$ cat src/hdl/alt_pkg.sv
// shared types and constants for the allocation leak tracker
`default_nettype none
package alt_pkg;
  localparam int TableEntries = 32;
  localparam int SlotBits = $clog2(TableEntries);
  localparam int CountBits = $clog2(TableEntries + 1);
  localparam int AccessCountBits = 16;
  localparam logic [31:0] LeakAgeReset = 32'd300;

  typedef enum logic [1:0] {
    OP_ALLOC  = 2'd0,
    OP_ACCESS = 2'd1,
    OP_FREE   = 2'd2,
    OP_CHECK  = 2'd3
  } op_t;

  typedef enum logic [2:0] {
    ST_RECORDED = 3'd0,
    ST_FULL     = 3'd1,
    ST_OVERLAP  = 3'd2,
    ST_ACCESSED = 3'd3,
    ST_FREED    = 3'd4,
    ST_NOTFOUND = 3'd5,
    ST_LEAK     = 3'd6,
    ST_DONE     = 3'd7
  } status_t;

  typedef enum logic [2:0] {
    S_IDLE,
    S_READ,
    S_EVAL,
    S_WRITE,
    S_EMIT
  } state_t;

  typedef struct packed {
    logic [1:0]  op;
    logic [63:0] addr;
    logic [31:0] size;
    logic [21:0] owner_id;
    logic [31:0] now_seconds;
  } in_item_t;

  typedef struct packed {
    logic [2:0]  status;
    logic [63:0] entry_addr;
    logic [31:0] entry_size;
    logic [21:0] entry_owner;
    logic [5:0]  tracked_count;
    logic [5:0]  leaked_count;
    logic        last;
  } out_item_t;

  typedef struct packed {
    logic [63:0]                base;
    logic [31:0]                size;
    logic [21:0]                owner;
    logic [31:0]                birth;
    logic [AccessCountBits-1:0] acc;
    logic                       leaked;
  } slot_t;
endpackage
`default_nettype wire

$ cat src/hdl/alt_slot_eval.sv
// shared per-slot compare unit: range hit and leak age test
`default_nettype none
module alt_slot_eval
  import alt_pkg::*;
(
  input  wire slot_t        slot,
  input  wire logic [63:0]  addr,
  input  wire logic [31:0]  now_seconds,
  input  wire logic [31:0]  leak_age,
  output logic              hit,
  output logic              old_idle
);
  logic [63:0] diff;
  logic [31:0] age;

  // range test, base <= a and a - base < size
  always_comb begin
    diff = addr - slot.base;
    hit  = (addr >= slot.base) && (diff < {32'd0, slot.size});
  end

  // leak candidate, unmarked, never accessed and too old
  always_comb begin
    age = now_seconds - slot.birth;
    old_idle = !slot.leaked && (slot.acc == '0) && (now_seconds >= slot.birth)
               && (age > leak_age);
  end
endmodule
`default_nettype wire
$ cat config.mk
export PLATFORM = sky130hd
export DESIGN_NAME = alt_slot_eval
export DESIGN_NICKNAME = d
export VERILOG_FILES = /design/src/hdl/alt_pkg.sv /design/src/hdl/alt_slot_eval.sv
export SDC_FILE = /design/constraint.sdc
export NUM_CORES = 1
export LEC_CHECK = 0
export BUFFER_PORTS_ARGS = -buffer_cell sky130_fd_sc_hd__buf_2
export CORE_ASPECT_RATIO = 0.75
export CORE_MARGIN = 10
export CORE_UTILIZATION = 31
export DETAILED_ROUTE_END_ITERATION = 10
export MAX_ROUTING_LAYER = met4
export SETUP_SLACK_MARGIN = 0.02
export SYNTH_ARGS = -nofsm -noshare
export SYNTH_HDL_FRONTEND = slang
export SYNTH_SLANG_ARGS = --single-unit
$ cat constraint.sdc
create_clock -name vclk -period 6.61
set_input_delay 0.3305 -clock vclk [all_inputs]
set_output_delay 0.3305 -clock vclk [all_outputs]
set_load 0.005 [all_outputs]
# Word level (Yosys, flattened, before mapping)
# Cells that the tools add are included.
# word_totals
regBits	0
output_inout_bits	2
in_bits	295
elab_cells	12
# classes
magnitude_cmp	4
n_reduce_logical	6
addsub	2
# ops
operator	n
$ge 64x64->1	1
$lt 64x32->1	1
$sub 64x64->64	1
$ge 32x32->1	1
$gt 32x32->1	1
$sub 32x32->32	1
$logic_not 16->1	1
$logic_and 1x1->1	4
$logic_not 1->1	1

# Logic depth before layout (Yosys ltp)
# Gate-level depths: netlist (run 1).
# depth
word_depth	4
mapped_depth	26
mapped_depth_nobuf	26

# Least setup slack after synthesis (run 1)
# OpenSTA, ideal clock, no wires.
# synth_timing
path_type	input-to-output
startpoint	in addr[0]
endpoint	out hit
arrival_ns	5.158
slack_ns	1.121
t_required_ns	6.279
path_stages	22
path_cell_list	inv_1 > ha_1 > fa_1 > nand2b_1 > a21oi_1 > nor4_2 > o41ai_1 > o21ai_1 > o21ai_0 > a41oi_1 > xnor2_1 > ha_1 > nor2b_1 > o21ai_0 > o221ai_1 > nor4_1 > o2111ai_1 > or4_1 > or4_1 > nor3_1 > nand4_1 > nor4_2
# synth_between
elab_chain_len	3
elab_cells_between_ends	4
classes_between	1 x add/sub; 2 x order compare; 1 x reduce/logical
# synth_lines
element	line	source
start, declared	alt_slot_eval.sv:7	input wire logic [63:0] addr,
$sub 64x64->64	alt_slot_eval.sv:18	diff = addr - slot.base;
$lt 64x32->1	alt_slot_eval.sv:19	hit = (addr >= slot.base) && (diff < {32'd0, slot.size});
$logic_and 1x1->1 *	alt_slot_eval.sv:19	
end, declared	alt_slot_eval.sv:10	output logic hit,
# Every way passes the cells marked *; elsewhere a longest branch is shown, timed or not.

# Final worst setup path (run 1)
# layout_timing
startpoint	in slot[103] in the netlist's numbering
endpoint	out hit
# layout_between
elab_chain_len	3
elab_cells_between_ends	4
classes_between	1 x add/sub; 2 x order compare; 1 x reduce/logical
# layout_lines
element	line	source
start, declared	alt_slot_eval.sv:6	input wire slot_t slot,
$sub 64x64->64	alt_slot_eval.sv:18	
$lt 64x32->1	alt_slot_eval.sv:19	
$logic_and 1x1->1 *	alt_slot_eval.sv:19	
# Marked as above.

==> results.cfg, run 1 <==
[global_route]
grt_start_max_net_pins = 14
grt_pass1_wl_um = 45800
first_global_vias = 8985
grt_antenna_before_repair = 0
grt_remaining_overflow = 0
grt_util_all_layers = 0.176

[setup_path]
cp-start-kind = input pin
slowest_delay_ns = 0.55
critical_path_cell_count = 25
critical_path.max_fanout = 3
worstSetupStartpoint = slot[103]
cp_top_family = simple AND/OR/NAND/NOR gates
cp.required_ns = 6.28
timing.critical_path.arrival_ns = 5.87
buf_inv_on_cp = 4
worstSetupEndpointType = output pin
timing_worst_setup_path_type = input pin to output pin
cpMaxStageDelayCell = or4_1
cp-endpoint = hit

[synthesis]
synth_cell_type_count = 71
postSynthCellCount = 1164
synth.avg_cell_area_um2 = 6.55
synth_fp_nets = 1620
seq_total_area_yosys = 0
yosys_warnings = 0
synthesis.area_um2 = 7620

[die]
io-pin-count = 297
num_rows = 49
coreArea_um2 = 24100
initial_util = 0.316
dieHeight_um = 156
die_w_um = 201
die_area_um2 = 31300

[drt]
drt_first_iter_violations = 608
postRouteAntennaNets = 0
tritonroute_pass_1_iters = 5
detailroute.via_count = 8985
drt_drc_violations_left = 0
drt-vias-per-instance = 5.16
totalWireLength_um = 28300
drt-wirelength-per-cell_um = 16.3

[place]
pre_cts_ws_ns = 0.211
dpl.hpwl_um = 25500
gpl.final_weighted_congestion = 0.920
io_buffers = 275
numPlacedInstances = 1742

[layout]
drive_above_1_share = 0.213
number_of_flip_flops_and_latches = 0
register_area_um2 = 0
antenna-diode-count = 0
core_util_final = 0.387
nClkBuffers = 0
syn2layout_area_growth_pct = 22.1
multiInputGateArea_um2 = 6810
n_fill_cell = 2673
post_layout_nonfiller_instances = 1742
design.final.nets = 1869

[sta]
setup_violations = 0
finalHoldViolations = 0
setup_slack_ns = 0.408
max_slew.worst_pin.slew_ns = 0.761
layout_worst_path_cycle_share = 0.938
finalMaxSlewViolations = 0
final.setup.tns_ns = 0
maxSlewHeadroom = 0.480
timing.fmax_ghz = 0.161
unrepaired_setup_endpoints_after_global_routing = no
period_minus_slack_ns = 6.20

[clock_network]
cts-hold-fix-buffers = 0

[pwr]
pwr_density_cell_nw_per_um2 = 98.8
power.leakage_uw = 0.00511
peakVddDrop_uv = 49.2
post-layout-total-power_uw = 920

[flow_run]
timing.max_cap.violations = 0

[hold_path]
holdCritPathClass = input pin to output pin

[outcome]
status = completed
cells in the mapped netlist, types with 4 or more instances:
master     count  share of area
inv_1        184          0.091
ha_1         159           0.26
a21oi_1      113          0.074
nand2_1       81          0.040
nor2_1        79          0.039
o21ai_0       59          0.039
a21o_1        58          0.057
xnor2_1       47          0.054
nand4_1       37          0.030
nand3_1       30          0.020
xor2_1        28          0.032
nor2b_1       25          0.021
nor3_1        23          0.015
a31oi_1       18          0.015
clkbuf_1      18         0.0089
nand2b_1      18          0.015
buf_2         11         0.0072
nor4_1        11         0.0090
o21a_1        11          0.011
o21ai_1       11         0.0072
a211oi_1      10         0.0098
o21bai_1      10         0.0098
and3_1         9         0.0074
o211ai_1       9         0.0089
o22ai_1        6         0.0049
or3_1          6         0.0049
a2111oi_0      5         0.0057
a21boi_1       5         0.0049
o2111ai_1      5         0.0057
or2_2          5         0.0041
a211o_1        4         0.0046
a221oi_1       4         0.0046
mux2i_1        4         0.0053
nor3b_1        4         0.0039
o41ai_1        4         0.0046
or4_1          4         0.0039
power by group:
| group | leakage (uW) | total [uW] | internal (uW) | switching (uW) |
|---|---|---|---|---|
| Sequential | 0 | 0 | 0 | 0 |
| Combinational | 0.00511 | 920 | 407 | 514 |
| Clock | 0 | 0 | 0 | 0 |
how the worst min path moves through the flow:
stage | cells after the start | end | startpoint
4_1_cts | 6 | old_idle | slot[9]
2_1_floorplan | 4 | old_idle | slot[9]
3_5_place_dp | 6 | old_idle | slot[9]
6_report | 6 | old_idle | slot[9]
3_3_place_gp | 6 | old_idle | slot[9]
5_1_grt | 6 | old_idle | slot[4]
area by class of cell:
class / count / area share
Inverter: 184 / 0.0742
Multi-Input combinational cell: 949 / 0.731
Tap cell: 331 / 0.0445
Timing Repair Buffer: 278 / 0.150
stage by stage:
stage / instance area (um^2) / hold WS (ns)
2_1_floorplan: 7620 / 0.889
3_3_place_gp: 9300 / 1.14
3_5_place_dp: 9300 / 1.15
4_1_cts: 9300 / 1.15
5_1_grt: 9310 / 1.20
6_report: 9310 / 1.14
per-layer routing:
metal | up-vias | part of all wire | global-route usage
li1 | 4646 | - | -
met1 | 4044 | 0.49 | 0.238
met4 | 0 | 0.0014 | 0.00252
met3 | 7 | 0.051 | 0.0149
met2 | 288 | 0.45 | 0.294
met5 | - | 0 | -
kinds of logic (layout without fill, tap and decap cells):
group / after synthesis / after routing / share of synthesized area
AOI/OAI and AO/OA: 365 / 365 / 0.307
and+or+nand+nor: 343 / 343 / 0.226
buffers and inverters: 215 / 462 / 0.109
adders and majority gates: 161 / 161 / 0.266
xor gates and xnor gates: 75 / 75 / 0.0862
muxes: 5 / 5 / 0.00673
tightest hold or removal path: stages:
cell and delay (ns):
buf_2 0.08, nor4_1 0.04, nand4_1 0.07, a311o_1 0.12, a211oi_1 0.04, buf_2 0.13
placed cells by master (no fill, tap or decap), types with 9 or more instances in the layout:
cell	Yosys	final
nor4_1	11	11
nand3_1	30	30
o21ai_1	11	12
nand2b_1	18	18
nor3_1	23	23
ha_1	159	159
nand4_1	37	37
o21ai_0	59	58
nand2_1	81	81
buf_2	11	275
a211oi_1	10	10
xnor2_1	47	47
inv_1	184	184
nor2_1	79	79
o211ai_1	9	9
o21a_1	11	11
nor2b_1	25	25
and3_1	9	9
a21oi_1	113	112
a31oi_1	18	18
o21bai_1	10	10
a21o_1	58	58
xor2_1	28	28
what timing repair did:
action                                  4_1_cts  5_1_grt
buffers inserted                              0        0
endpoints found under the setup margin        0        1
resized for setup                             0        4
Power figures use the tool's default switching activity.
==> run 2: changes to the inputs <==
--- a/config.mk
+++ b/config.mk
@@ -6,12 +6,15 @@
 export NUM_CORES = 1
 export LEC_CHECK = 0
 export BUFFER_PORTS_ARGS = -buffer_cell sky130_fd_sc_hd__buf_2
+export CELL_PAD_IN_SITES_DETAIL_PLACEMENT = 1
+export CELL_PAD_IN_SITES_GLOBAL_PLACEMENT = 2
 export CORE_ASPECT_RATIO = 0.75
 export CORE_MARGIN = 10
-export CORE_UTILIZATION = 31
+export CORE_UTILIZATION = 27
 export DETAILED_ROUTE_END_ITERATION = 10
 export MAX_ROUTING_LAYER = met4
-export SETUP_SLACK_MARGIN = 0.02
+export PLACE_DENSITY_LB_ADDON = 0.1
+export SETUP_SLACK_MARGIN = 0.2
 export SYNTH_ARGS = -nofsm -noshare
 export SYNTH_HDL_FRONTEND = slang
 export SYNTH_SLANG_ARGS = --single-unit
==> run 2 against run 1 <==
Net effect: sequential share of layout area is the same; core utilization shrank 4.7 points; global-route usage grew 0.41 points; worst setup slack gained 0.017 ns; design area grew 1.9%; critical endpoint unchanged; via count grew 0.99%; count of clock-buffer cells in the layout is the same.
==> results.cfg, run 2 (synthesized netlist as in run 1, its figures left out) <==
[drt]
totalWireLength_um = 33300
drt-wirelength-per-cell_um = 18.5
drt-vias-per-instance = 5.03
postRouteAntennaNets = 0
tritonroute_pass_1_iters = 5
drt_drc_violations_left = 0
drt_first_iter_violations = 378
detailroute.via_count = 9074

[layout]
post_layout_nonfiller_instances = 1805
n_fill_cell = 3676
final_common_cell = buf_2
register_area_um2 = 0
nClkBuffers = 0
design.final.nets = 1873
core_util_final = 0.340
drive_above_1_share = 0.220
number_of_flip_flops_and_latches = 0
syn2layout_area_growth_pct = 24.5
final_cell_mix = buf_2 (275), inv_1 (184), ha_1 (159), a21oi_1 (111), nand2_1 (81)

[setup_path]
timing.critical_path.arrival_ns = 5.85
cp.required_ns = 6.28
worstSetupEndpointType = output pin
cp_top_family = simple AND/OR/NAND/NOR gates
cp-start-kind = input pin
slowest_delay_ns = 0.56
cpMaxStageDelayCell = or4_1
critical_path_cell_by_cell = buf_2, ha_1, fa_1, nand2b_1, a21oi_2, nor4_4, o41ai_2, buf_4, o21ai_1, o21ai_2, buf_4, xor2_1, ha_1, nand4_1, a21oi_1, a2111oi_2, o22a_1, o2111ai_1, or4_1, or4_1, nor3_1, nand4_1, nor4_2, buf_2
timing_worst_setup_path_type = input pin to output pin
buf_inv_on_cp = 4
critical_path.max_fanout = 3

[sta]
timing.fmax_ghz = 0.162
final.setup.tns_ns = 0
setup_violations = 0
layout_worst_path_cycle_share = 0.936
period_minus_slack_ns = 6.18
unrepaired_setup_endpoints_after_global_routing = no
finalMaxSlewViolations = 0
max_slew.worst_pin.slew_ns = 0.782
maxSlewHeadroom = 0.465
finalHoldViolations = 0

[clock_network]
cts-hold-fix-buffers = 0

[global_route]
grt_pass1_wl_um = 51500
first_global_vias = 9283
use_met3 = 0.0133
grt_antenna_before_repair = 4
grt_most_used_layer = met2
grt_start_max_net_pins = 14
grt_remaining_overflow = 0
grt.met2_usage = 0.284
grt_util_met1 = 0.257
grt_util_all_layers = 0.180

[die]
die_area_um2 = 35400
io-pin-count = 297
coreArea_um2 = 27900
die_w_um = 214
initial_util = 0.273
dieHeight_um = 166
num_rows = 53

[place]
dpl.hpwl_um = 29900
numPlacedInstances = 1797
io_buffers = 275
gpl.final_weighted_congestion = 0.893

[pwr]
pwr_density_cell_nw_per_um2 = 102
peakVddDrop_uv = 28.2
post-layout-total-power_uw = 966
power.leakage_uw = 0.00515

[outcome]
status = completed

[hold_path]
holdCritPathClass = input pin to output pin

[flow_run]
timing.max_cap.violations = 0
[run 2: layer usage]
layer / part of all wire / vias to the layer above / wire [um]
li1: - / 4656 / -
met1: 0.52 / 4200 / 17500
met2: 0.44 / 214 / 14500
met3: 0.039 / 4 / 1280
met4: 0.0022 / 0 / 72
met5: 0 / - / 0
[run 2: power breakdown]
group | internal [uW] | leakage (uW) | total, uW | switching [uW]
Combinational | 418 | 0.00515 | 966 | 548
Clock | 0.000102 | 0.0000000317 | 0.000102 | 0
Sequential | 0 | 0 | 0 | 0
[run 2: path summary, 6_finish.rpt]
path              endpoint       from  slack [ns]  cells past startpoint
setup / recovery       hit  slot[103]        0.43                     24
hold / removal    old_idle    slot[3]        1.15                      6
[run 2: area by class of cell]
cell class,instances,area [um^2],area share
multi-input cells,949,6880,0.725
repair buffers,282,1430,0.151
inverters,184,691,0.0728
well taps,385,482,0.0508
diodes,5,12.5,0.00132
[run 2: per-stage QoR]
step                      instance area (um^2)  hold WS [ns]  setup slack [ns]
after detailed placement                  9380          1.17          -0.00209
after global placement                    9380          1.16             0.179
after CTS                                 9380          1.17             0.246
after global routing                      9490          1.22             0.218
after floorplan                           7620         0.889              1.12
final                                     9490          1.15             0.425
[run 2: what timing repair did]
action,CTS,global route
gates resized for setup,3,15
setup buffers,0,3
endpoints found under the setup margin,1,1
endpoints found under the hold margin,0,0
pin swaps,1,12
==> run 3: changes to the inputs <==
--- a/config.mk
+++ b/config.mk
@@ -12,6 +12,7 @@
 export CORE_MARGIN = 10
 export CORE_UTILIZATION = 27
 export DETAILED_ROUTE_END_ITERATION = 10
+export GPL_TIMING_DRIVEN = 0
 export MAX_ROUTING_LAYER = met4
 export PLACE_DENSITY_LB_ADDON = 0.1
 export SETUP_SLACK_MARGIN = 0.2
==> run 3 against run 2 <==
Net effect: design area is 2.6% higher; total power rose by 1.5%; die area did not move; via count grew 0.63%; global-route usage grew 0.056 points; combinational power rose by 1%; first-iteration DRC count is 0.53% lower; core utilization is 0.90 points higher; largest power group unchanged; count of clock-buffer cells in the layout stayed put; worst hold slack improved by 0.00059 ns; fmax is 1.8% higher; worst setup slack gained 0.11 ns.
==> results.cfg, run 3 (synthesized netlist as in run 1, its figures left out) <==
[sta]
period_minus_slack_ns = 6.08
layout_worst_path_cycle_share = 0.919
max_slew.worst_pin.slew_ns = 0.810
finalMaxSlewViolations = 0
timing.hold.ws_ns = 1.15
maxSlewHeadroom = 0.455
finalHoldViolations = 0
timing.fmax_ghz = 0.165
unrepaired_setup_endpoints_after_global_routing = no
setup_violations = 0

[setup_path]
worstSetupEndpointType = output pin
timing_worst_setup_path_type = input pin to output pin
cp-start-kind = input pin
cp.required_ns = 6.28
timing.critical_path.arrival_ns = 5.75
critical_path.max_fanout = 6

[pwr]
post-layout-total-power_uw = 980
pwr_density_cell_nw_per_um2 = 101
power.switching_fraction = 0.566
seq_power_share = 0
power.leakage_uw = 0.00525
switchingPower_uw = 555
peakVddDrop_uv = 26.8
clock_power_share = 0
pwr-share-comb = 1.000
p_int_uw = 425

[drt]
postRouteAntennaNets = 0
drt-vias-per-instance = 4.97
tritonroute_pass_1_iters = 4
highest-signal-layer = met4
detailroute.via_count = 9131
drt_drc_violations_left = 0
drt-wirelength-per-cell_um = 18.0
route.met3.wl_um = 1170
drt_first_iter_violations = 376
detail_route.wirelength.met1_um = 17200
totalWireLength_um = 33100
routed-wl-met2_um = 14600

[global_route]
grt_start_max_net_pins = 11
grt_pass1_wl_um = 51600
grt_remaining_overflow = 0
grt_util_all_layers = 0.180
first_global_vias = 9500
grt_antenna_before_repair = 5

[hold_path]
holdCritPathClass = input pin to output pin

[layout]
drive_above_1_share = 0.238
final_cell_mix = buf_2 (286), inv_1 (184), ha_1 (158), a21oi_1 (109), nand2_1 (81)
n_fill_cell = 3690
nClkBuffers = 0
number_of_flip_flops_and_latches = 0
design.final.nets = 1906
syn2layout_area_growth_pct = 27.7
multiInputGateArea_um2 = 6970
final_common_cell = buf_2
register_area_um2 = 0
final_cell_area_um2 = 9740
post_layout_nonfiller_instances = 1839

[die]
die_area_um2 = 35400
num_rows = 53
die_w_um = 214
io-pin-count = 297
initial_util = 0.273
dieHeight_um = 166
coreArea_um2 = 27900

[place]
placed_area_um2 = 9480
dpl.hpwl_um = 29600
numPlacedInstances = 1824
gpl.final_weighted_congestion = 0.867
io_buffers = 275

[flow_run]
timing.max_cap.violations = 0

[outcome]
status = completed

[clock_network]
cts-hold-fix-buffers = 0
[run 3: metal layers]
| metal | GRT usage | vias up |
|---|---|---|
| met5 | - | - |
| met1 | 0.255 | 4221 |
| li1 | - | 4723 |
| met4 | 0.0107 | 0 |
| met3 | 0.0147 | 4 |
| met2 | 0.285 | 183 |
[run 3: final cells by class]
cell class	instances	share of cell area
inverters	184	0.0709
diodes	6	0.00154
well taps	385	0.0495
multi-input cells	949	0.715
plain buffers	31	0.0146
repair buffers	284	0.148
[run 3: path summary, 6_finish.rpt]
kind,startpoint,to,slack [ns],cells after the start
worst max-delay path,slot[103],hit,0.53,24
worst min-delay path,slot[3],old_idle,1.15,6
[run 3: repair_timing]
action | 4_1_cts | 5_1_grt
setup buffers | 1 | 8
endpoints found under the setup margin | 1 | 1
pin swaps | 2 | 23
gates cloned | 0 | 0
resized for setup | 10 | 35
hold endpoints to repair | 0 | 0
[run 3: critical path: stages]
cell	delay, ns
buf_2	0.10
ha_1	0.23
fa_2	0.36
nand2b_1	0.18
a21oi_2	0.24
nor4_4	0.10
o41ai_2	0.23
buf_4	0.20
o21ai_4	0.11
o21ai_2	0.20
buf_4	0.15
xor2_1	0.23
ha_1	0.30
nand4_1	0.21
a21oi_1	0.09
a2111oi_2	0.30
o22a_1	0.18
o2111ai_1	0.11
or4_4	0.55
or4_4	0.55
nor3_2	0.12
nand4_1	0.20
nor4_2	0.31
buf_2	0.17
[run 3: through the flow]
stage / setup TNS, ns / worst slack (ns) / util
final: 0 / 0.533 / 0.349
after global routing: 0 / 0.252 / 0.349
after CTS: 0 / 0.241 / 0.341
after detailed placement: -0.734 / -0.734 / 0.340
after global placement: -0.694 / -0.694 / 0.340
after floorplan: 0 / 1.12 / -
[run 3: power by group through the flow]
stage | logic [uW] | registers (uW) | clock network, uW
after CTS | 956 | 0 | 0
after detailed placement | 940 | 0 | 0
after global routing | 1110 | 0 | 0.000101
after global placement | 928 | 0 | 0
final | 980 | 0 | 0.000122
after floorplan | 649 | 0 | 0
